[src/hdl/usbch_pkg.sv]
// Package: shared types, stage/split codes and pipeline sizing for the channel update.
`default_nettype none
package usbch_pkg;

    localparam int XW      = 19;                 // byte count width
    localparam int MW      = 11;                 // packet size width
    localparam int PW      = 10;                 // packet count width
    localparam int EW      = 11;                 // error flag width
    localparam int IW      = 14;                 // interrupt bit width
    localparam int RW      = MW + 1;             // divider partial remainder width
    localparam int DIV_SPS = 4;                  // quotient bits per divider stage
    localparam int DIV_STG = (XW + DIV_SPS - 1) / DIV_SPS;

    typedef enum logic [3:0] {
        ST_SETUP  = 4'd0,
        ST_DATA   = 4'd1,
        ST_ACK    = 4'd2,
        ST_DONE   = 4'd3,
        ST_PDATA  = 4'd4,
        ST_PACK   = 4'd5,
        ST_PDONE  = 4'd6,
        ST_CANCEL = 4'd7,
        ST_CDONE  = 4'd8
    } stage_code_t;

    typedef enum logic [1:0] {
        SP_NONE  = 2'd0,
        SP_START = 2'd1,
        SP_COMPL = 2'd2
    } split_code_t;

    localparam int IRQ_DONE = 0;
    localparam int IRQ_HALT = 1;
    localparam int IRQ_AHB  = 2;
    localparam int IRQ_STALL = 3;
    localparam int IRQ_NAK  = 4;
    localparam int IRQ_NYET = 6;

    typedef struct packed {
        logic [IW-1:0] interrupt_bits;
        logic [XW-1:0] remaining_bytes;
        logic [3:0]    stage;
        logic [1:0]    split_state;
        logic [PW-1:0] packets_left;
        logic [MW-1:0] max_packet;
        logic [XW-1:0] request_bytes;
        logic [31:0]   offset_bytes;
        logic          data_toggle;
        logic          poll_toggle;
        logic [EW-1:0] errors_in;
    } in_t;

    typedef struct packed {
        logic [3:0]    next_stage;
        logic [1:0]    next_split_state;
        logic [PW-1:0] next_packets_left;
        logic [MW-1:0] next_max_packet;
        logic [31:0]   next_offset_bytes;
        logic [31:0]   final_bytes;
        logic          final_valid;
        logic          next_data_toggle;
        logic          next_poll_toggle;
        logic [EW-1:0] errors_out;
        logic          advanced;
        logic          unknown_stage;
    } out_t;

    // Record carried from the decode stage to the finish stage.
    typedef struct packed {
        logic          halt_or_done;
        logic          tc;
        logic          nak;
        logic [3:0]    stage;
        logic [1:0]    phase;
        logic [PW-1:0] pkts;
        logic [MW-1:0] mps;
        logic          req_nz;
        logic [31:0]   offset;
        logic [XW-1:0] xfer;
        logic          short_pkt;
        logic          count_pkts;
        logic          split_done;
        logic          dtog;
        logic          ptog;
        logic [EW-1:0] errs;
    } mid_t;

endpackage
`default_nettype wire

[src/hdl/usbch_div.sv]
// Pipelined restoring divider: byte count over packet size, several quotient bits per stage.
`default_nettype none
module usbch_div (
    input  wire logic                     clk,
    input  wire logic                     rst_n,
    input  wire logic                     in_valid,
    input  wire logic [usbch_pkg::XW-1:0] dividend,
    input  wire logic [usbch_pkg::MW-1:0] divisor,
    output logic                          out_valid,
    output logic [usbch_pkg::XW-1:0]      quotient,
    output logic [usbch_pkg::MW-1:0]      remainder
);
    import usbch_pkg::*;

    logic [XW-1:0] dq_reg  [DIV_STG];
    logic [RW-1:0] rem_reg [DIV_STG];
    logic [MW-1:0] dvs_reg [DIV_STG];
    logic          vld_reg [DIV_STG];

    for (genvar s = 0; s < DIV_STG; s++) begin : g_stg
        logic [XW-1:0] dq_in;
        logic [RW-1:0] rem_in;
        logic [MW-1:0] dvs_in;
        logic          vld_in;
        logic [XW-1:0] dq_next;
        logic [RW-1:0] rem_next;

        if (s == 0) begin : g_first
            assign dq_in  = dividend;
            assign rem_in = '0;
            assign dvs_in = divisor;
            assign vld_in = in_valid;
        end else begin : g_rest
            assign dq_in  = dq_reg[s-1];
            assign rem_in = rem_reg[s-1];
            assign dvs_in = dvs_reg[s-1];
            assign vld_in = vld_reg[s-1];
        end

        always_comb
        begin
            logic [RW:0] t;
            t        = '0;
            dq_next  = dq_in;
            rem_next = rem_in;
            for (int k = 0; k < DIV_SPS; k++)
            begin
                if (s * DIV_SPS + k < XW)
                begin
                    t = {rem_next, dq_next[XW-1]};
                    if (t >= {2'b00, dvs_in})
                    begin
                        t        = t - {2'b00, dvs_in};
                        dq_next  = {dq_next[XW-2:0], 1'b1};
                    end
                    else
                    begin
                        dq_next  = {dq_next[XW-2:0], 1'b0};
                    end
                    rem_next = t[RW-1:0];
                end
            end
        end

        always_ff @(posedge clk or negedge rst_n)
        begin
            if (!rst_n)
            begin
                vld_reg[s] <= 1'b0;
            end
            else
            begin
                vld_reg[s] <= vld_in;
            end
        end

        always_ff @(posedge clk)
        begin
            dq_reg[s]  <= dq_next;
            rem_reg[s] <= rem_next;
            dvs_reg[s] <= dvs_in;
        end
    end

    assign out_valid = vld_reg[DIV_STG-1];
    assign quotient  = dq_reg[DIV_STG-1];
    assign remainder = rem_reg[DIV_STG-1][MW-1:0];

endmodule
`default_nettype wire

[src/hdl/usb_channel_halt_update.sv]
// Top level: pipelined USB host-channel halt/complete event update.
`default_nettype none
// How to use:
//   Drive one channel event on cmd and raise start. busy is always low, so an
//   event is taken on every cycle that start is high; events may follow each
//   other back to back with no gaps.
//   Each transfer produces exactly one result. done pulses for one cycle with
//   the updated channel record on result; the receiver must take it then,
//   since the block never holds a result.
// Pipeline and throughput:
//   One event per clock. An event passes one decode stage, DIV_STG stages
//   of the packet-count divider (4 quotient bits each, over the default
//   19-bit byte count), and one finish stage that forms the new record.
//   The divider depth sets the latency.
// Reset:
//   rst_n clears all valid bits at once; events in flight are dropped and
//   no done pulse follows. The block holds no channel state between events.
module usb_channel_halt_update (
    input  wire logic           clk,
    input  wire logic           rst_n,
    input  wire logic           start,
    output logic                busy,
    input  wire usbch_pkg::in_t cmd,
    output logic                done,
    output usbch_pkg::out_t     result
);
    import usbch_pkg::*;

    // ---------------- decode stage ----------------
    logic          irq_tc, irq_nak, irq_nyet;
    logic [EW-1:0] new_errs;
    logic [XW-1:0] xfer0, want, xfer_d;
    logic [1:0]    phase_d;
    logic          split_done_d, short_d, count_d;
    mid_t          mid_next;
    mid_t          mid_reg;
    logic          mid_vld_reg;

    assign busy     = 1'b0;
    assign irq_tc   = cmd.interrupt_bits[IRQ_DONE];
    assign irq_nak  = cmd.interrupt_bits[IRQ_NAK];
    assign irq_nyet = cmd.interrupt_bits[IRQ_NYET];

    // Map interrupt bits onto the sticky error flags.
    assign new_errs = {cmd.interrupt_bits[13:7], irq_nyet, irq_nak,
                       cmd.interrupt_bits[IRQ_STALL], cmd.interrupt_bits[IRQ_AHB]};

    assign xfer0 = (cmd.remaining_bytes <= cmd.request_bytes) ?
                   cmd.request_bytes - cmd.remaining_bytes : '0;
    assign want  = ({8'd0, cmd.max_packet} < cmd.request_bytes) ?
                   {8'd0, cmd.max_packet} : cmd.request_bytes;

    // Advance the split phase; a finished complete-split returns to start-split.
    always_comb
    begin
        phase_d      = cmd.split_state;
        split_done_d = 1'b0;
        if (cmd.split_state == SP_START)
        begin
            if (!((irq_nak && cmd.stage != ST_PDATA) || irq_nyet))
            begin
                phase_d = SP_COMPL;
            end
        end
        else if (cmd.split_state == SP_COMPL)
        begin
            if (!irq_nyet && !(irq_nak && cmd.stage != ST_PDATA) && (irq_nak || irq_tc))
            begin
                phase_d      = SP_START;
                split_done_d = 1'b1;
            end
        end
    end

    assign short_d = (xfer0 != '0) && (xfer0 < want);

    // A finished split counts as one full packet; with no request, as max_packet.
    always_comb
    begin
        xfer_d = xfer0;
        if (split_done_d && !short_d)
        begin
            xfer_d = (want == '0) ? {8'd0, cmd.max_packet} : want;
        end
    end

    assign count_d = (xfer_d != '0) || split_done_d ||
                     (phase_d == SP_NONE && cmd.request_bytes == '0);

    always_comb
    begin
        mid_next.halt_or_done = irq_tc || cmd.interrupt_bits[IRQ_HALT];
        mid_next.tc           = irq_tc;
        mid_next.nak          = irq_nak;
        mid_next.stage        = cmd.stage;
        mid_next.phase        = phase_d;
        mid_next.pkts         = cmd.packets_left;
        mid_next.mps          = cmd.max_packet;
        mid_next.req_nz       = cmd.request_bytes != '0;
        mid_next.offset       = cmd.offset_bytes;
        mid_next.xfer         = xfer_d;
        mid_next.short_pkt    = short_d;
        mid_next.count_pkts   = count_d;
        mid_next.split_done   = split_done_d;
        mid_next.dtog         = cmd.data_toggle;
        mid_next.ptog         = cmd.poll_toggle;
        mid_next.errs         = cmd.errors_in | new_errs;
    end

    always_ff @(posedge clk or negedge rst_n)
    begin
        if (!rst_n)
        begin
            mid_vld_reg <= 1'b0;
        end
        else
        begin
            mid_vld_reg <= start && !busy;
        end
    end

    always_ff @(posedge clk)
    begin
        mid_reg <= mid_next;
    end

    // ---------------- divider stages ----------------
    logic          div_vld;
    logic [XW-1:0] div_q;
    logic [MW-1:0] div_r;
    mid_t          side_reg [DIV_STG];

    usbch_div u_div (
        .clk       (clk),
        .rst_n     (rst_n),
        .in_valid  (mid_vld_reg),
        .dividend  (mid_reg.xfer),
        .divisor   (mid_reg.mps),
        .out_valid (div_vld),
        .quotient  (div_q),
        .remainder (div_r)
    );

    // Carry the record alongside the divider, one slot per divider stage.
    always_ff @(posedge clk)
    begin
        side_reg[0] <= mid_reg;
        for (int i = 1; i < DIV_STG; i++)
        begin
            side_reg[i] <= side_reg[i-1];
        end
    end

    // ---------------- finish stage ----------------
    mid_t          sd;
    logic [XW-1:0] dec;
    logic [PW-1:0] pkts_n;
    logic          adv_c;
    out_t          out_next;
    out_t          out_reg;
    logic          done_reg;

    assign sd  = side_reg[DIV_STG-1];
    // A partial packet or a zero packet size counts as one packet.
    assign dec = (sd.mps == '0 || div_r != '0) ? XW'(1) : div_q;

    always_comb
    begin
        pkts_n = sd.pkts;
        if (sd.short_pkt)
        begin
            pkts_n = '0;
        end
        else if (sd.count_pkts)
        begin
            pkts_n = (dec >= {9'd0, sd.pkts}) ? '0 : sd.pkts - dec[PW-1:0];
        end
    end

    assign adv_c = sd.halt_or_done &&
                   ((sd.stage == ST_SETUP && sd.tc) || (sd.stage == ST_ACK && sd.tc) ||
                    (sd.stage == ST_PDATA && (sd.tc || sd.nak)) ||
                    sd.stage == ST_CANCEL || pkts_n == '0);

    always_comb
    begin
        out_next.next_stage        = sd.stage;
        out_next.next_split_state  = sd.phase;
        out_next.next_packets_left = pkts_n;
        out_next.next_max_packet   = sd.mps;
        out_next.next_offset_bytes = sd.offset;
        out_next.final_bytes       = '0;
        out_next.final_valid       = 1'b0;
        out_next.next_data_toggle  = sd.dtog;
        out_next.next_poll_toggle  = sd.ptog;
        out_next.errors_out        = sd.errs;
        out_next.advanced          = adv_c;
        out_next.unknown_stage     = 1'b0;

        // Restart grows the offset; a finished stage clears it.
        if (sd.halt_or_done)
        begin
            if (adv_c)
            begin
                out_next.next_offset_bytes = '0;
                if (sd.stage == ST_DATA || sd.stage == ST_ACK || sd.stage == ST_PDATA)
                begin
                    out_next.final_bytes = sd.offset + {13'd0, sd.xfer};
                    out_next.final_valid = 1'b1;
                end
            end
            else
            begin
                out_next.next_offset_bytes = sd.offset + {13'd0, sd.xfer};
            end
        end

        if (sd.stage == ST_DATA && !adv_c &&
            ((pkts_n != '0 && sd.phase == SP_NONE) || (sd.req_nz && sd.split_done)))
        begin
            out_next.next_data_toggle = !sd.dtog;
        end

        if (sd.stage == ST_PDATA && sd.tc)
        begin
            out_next.next_poll_toggle = !sd.ptog;
        end

        if (adv_c)
        begin
            unique case (sd.stage)
                ST_SETUP:
                begin
                    out_next.next_packets_left = '0;
                    out_next.next_max_packet   = '0;
                    out_next.next_stage        = ST_DATA;
                end
                ST_DATA:
                begin
                    out_next.next_packets_left = '0;
                    out_next.next_max_packet   = '0;
                    out_next.next_stage        = ST_ACK;
                end
                ST_ACK:    out_next.next_stage = ST_DONE;
                ST_PDATA:  out_next.next_stage = ST_PACK;
                ST_PACK:   out_next.next_stage = ST_PDONE;
                ST_CANCEL: out_next.next_stage = ST_CDONE;
                default:
                begin
                    out_next.unknown_stage = 1'b1;
                    out_next.advanced      = 1'b0;
                end
            endcase
        end
    end

    always_ff @(posedge clk or negedge rst_n)
    begin
        if (!rst_n)
        begin
            done_reg <= 1'b0;
        end
        else
        begin
            done_reg <= div_vld;
        end
    end

    always_ff @(posedge clk)
    begin
        out_reg <= out_next;
    end

    assign done   = done_reg;
    assign result = out_reg;

endmodule
`default_nettype wire

[config.mk]
export PLATFORM = sky130hd
export DESIGN_NAME = usb_channel_halt_update
export DESIGN_NICKNAME = d
export VERILOG_FILES = /design/src/hdl/usbch_pkg.sv /design/src/hdl/usbch_div.sv /design/src/hdl/usb_channel_halt_update.sv
export SDC_FILE = /design/constraint.sdc
export NUM_CORES = 1
export LEC_CHECK = 0
export BUFFER_PORTS_ARGS = -buffer_cell sky130_fd_sc_hd__buf_4
export CORE_MARGIN = 4
export CORE_UTILIZATION = 40
export DETAILED_ROUTE_END_ITERATION = 6
export GPL_ROUTABILITY_DRIVEN = 0
export PLACE_DENSITY_LB_ADDON = 0.12
export SYNTH_ARGS = -nofsm -noshare
export SYNTH_HDL_FRONTEND = slang
export SYNTH_SLANG_ARGS = --single-unit
[constraint.sdc]
create_clock -name clk -period 13.6 [get_ports clk]
set_clock_uncertainty 0.1 [all_clocks]
set_input_delay 0.68 -clock clk [delete_from_list [all_inputs] [get_ports clk]]
set_output_delay 0.68 -clock clk [all_outputs]
set_load 0.03 [all_outputs]
==> impl_metrics.toml <==
[sta]
drv_slew = 0
tns_ps = 0
fin_crit_ps = 11230
slew_headroom_pct = 14.3
finalSetupViolCount = 0
rsz0062_at_grt = "false"
finalHoldViolations = 0
fin_crit_sh_pct = 82.6
tightest_slew_ps = 1290
fmax_mhz = 89.0
worst_slack_ps = 2370

[global_route]
overflow = 0
grt_max_degree = 51
grt_pass1_vias = 22917
grt_pass1_wl_mm = 122
grt_antenna_before_repair = 3
grtUsageTotal_pct = 16.9

[clock_network]
cts_buffers = 85
ctsHoldBuffers = 29
ctsHtreeMaxLevel = 3
cts_max_path_buffers = 3
cts_tree = "done"
postCtsSetupRepairBufs = 0
clkSinkCount = 820
cts_resized = 0
clock-root-buffer = "clkbuf_16"
clkTransAtPathRegs_ps = 60
clk_latency_ps = 640

[placement]
dp_slack_ps = 2480
io_buffer_count = 233
hpwl_mm = 60.7

[final_layout]
largest_reg_flops = 411
area_growth_pct = 18.9
layout.nets = 4041
layout-drive-gt1-share_pct = 14.5
nFillCells = 7884

[critical_path]
cp_num_buf_inv = 6
max_stage_delay_ps = 480
worst_path_most_repeated_cell = "o21ai_0"
cp_max_fo = 36
cpMaxStageDelayCell = "o21ai_0"
setup.worst_path.start_class = "flop"
crit_family = "compound AO/OA/AOI/OAI gates"
cp.required_ps = 14010
critical_path_arrival_ps = 11640
path_class = "flop to flop"
cp-end-kind = "flop"

[detailed_routing]
wl_mm = 76.7
routedWlPerCell_um = 16.1
vias = 23659
drt-pass1-iter-count = 5
drtAntennaViolNets = 0
drc = 0
via_per_inst = 4.97
drtIter0Drc = 1367

[min_path]
min_path_type = "primary input to flop"

[synthesis]
synth_common_cells = "dfxtp_1 (813), ha_1 (285), inv_1 (233)"
synthMuxAreaShare_pct = 4.47
async_flop_share_pct = 0.854
synth_adder_area_share_pct = 11.8
synthSimpleGateAreaFrac_pct = 12.5
netlist_area_mm2 = 0.0337
synth_warnings = 0
synth_compound_area_share_pct = 14.2
avgSynthCellArea_um2 = 10.2
synth_area_leaders = "dfxtp_1 (48%), ha_1 (11%), xnor2_1 (3.1%)"
yosysTopAreaCellShare_pct = 48.3
synth-xor-area-share_pct = 4.75
syn_inst = 3301
synth_top_family_by_area = "compound AO/OA/AOI/OAI gates"
yosysTopAreaCell = "dfxtp_1"
yosysSeqAreaShare_pct = 48.8
ys_types = 101
synth_seq_cells = 820
synth_flop_cell = "dfxtp_1"
synthMostInstantiatedCell = "dfxtp_1"
synth_edf_count = 0

[floorplan]
start_util_pct = 40.3
ios = 236
die_height_um = 298
die_w_um = 298
row_count = 106
core_mm2 = 0.0836
fp.dieArea_mm2 = 0.0890

[run]
drv_cap = 0

[run_status]
status = "finished clean"
## path summary, 6_finish.rpt
path / from / end / slack (ps) / cells after the start
max: u_div.dvs_reg[0][23]$_DFF_P_ / u_div.rem_reg[0][47]$_DFF_P_ / 2370 / 44
min: cmd[20] / mid_reg[42]$_DFF_P_ / 50 / 1
max reg2reg: u_div.dvs_reg[0][23]$_DFF_P_ / u_div.rem_reg[0][47]$_DFF_P_ / 2370 / 44
min reg2reg: side_reg[0][308]$_DFF_P_ / side_reg[0][406]$_DFF_P_ / 200 / 0
max in group asynchronous: rst_n / u_div.out_valid$_DFF_PN0_ / 12990 / 2
min in group asynchronous: rst_n / u_div.g_stg[2].vld_in$_DFF_PN0_ / 300 / 2
## final cells by class
class	count	area [um^2]	area share [%]
Sequential cell	820	16500	41.0
Clock buffer	112	2430	6.06
Clock inverter	44	701	1.75
Inverter	238	893	2.23
Timing Repair Buffer	275	2140	5.33
Multi-Input combinational cell	2188	16100	40.2
Tap cell	1080	1350	3.37
Antenna cell	2	5.00	0.0125
## worst register-to-register path, delay by kind of cell, from the launching register on
kind                     cells  cell delay [ps]
AO/OA/AOI/OAI               23             5590
AND/OR/NAND/NOR             11             2520
adder cells (fa/ha/maj)      4             1310
flip-flops                   1              440
buffers and inverters        6             1150
## logic make-up (layout without fill, tap and decap cells)
kind of cell | Yosys count | after routing
and+or+nand+nor | 832 | 832
DFF | 820 | 820
AOI/OAI and AO/OA | 721 | 721
adders and majority gates | 306 | 306
buffers and inverters | 300 | 669
xor gates and xnor gates | 183 | 183
muxes | 137 | 137
other | 2 | 11
## placed cells by master (no fill, tap or decap), types with 23 or more instances in the layout
cell type / netlist / routed
dfxtp_1: 813 / 813
ha_1: 285 / 285
buf_4: 3 / 246
inv_1: 233 / 233
nor2_1: 195 / 195
a21oi_1: 191 / 191
nand2_1: 159 / 159
o21ai_0: 144 / 144
xnor2_1: 118 / 118
nand3_1: 87 / 87
clkbuf_16: 0 / 86
nor3_1: 81 / 81
a21o_1: 73 / 73
mux2_2: 72 / 72
xor2_1: 65 / 65
nor2b_1: 62 / 62
o21a_1: 43 / 43
mux2i_1: 40 / 40
nand2b_1: 39 / 39
and2_1: 39 / 39
nand4_1: 35 / 35
dlygate4sd3_1: 0 / 29
and3_1: 28 / 28
or2_2: 27 / 27
a211oi_1: 25 / 25
o21bai_1: 25 / 25
mux2_1: 23 / 23
## per-stage QoR
step           std cells  hold slack (ps)  cell area (um^2)  utilization, %
6_report            4759             48.8             40100            48.0
2_1_floorplan       3308              210             33700               -
4_1_cts             4757           0.0321             40100            48.0
5_1_grt             4758             6.51             40100            48.0
3_3_place_gp        4572              209             36700            43.9
3_5_place_dp        4572              212             36700            43.9
## metal layers
metal,share of wire [%],global-route usage [%]
met3,4.1,2.43
met5,0,0
met2,46,28.1
met4,2.6,5.55
met1,47,22.7
Power is left out: the tool's default activity adds up to more than one toggle a clock period on the data nets, which glitch-free logic cannot reach.
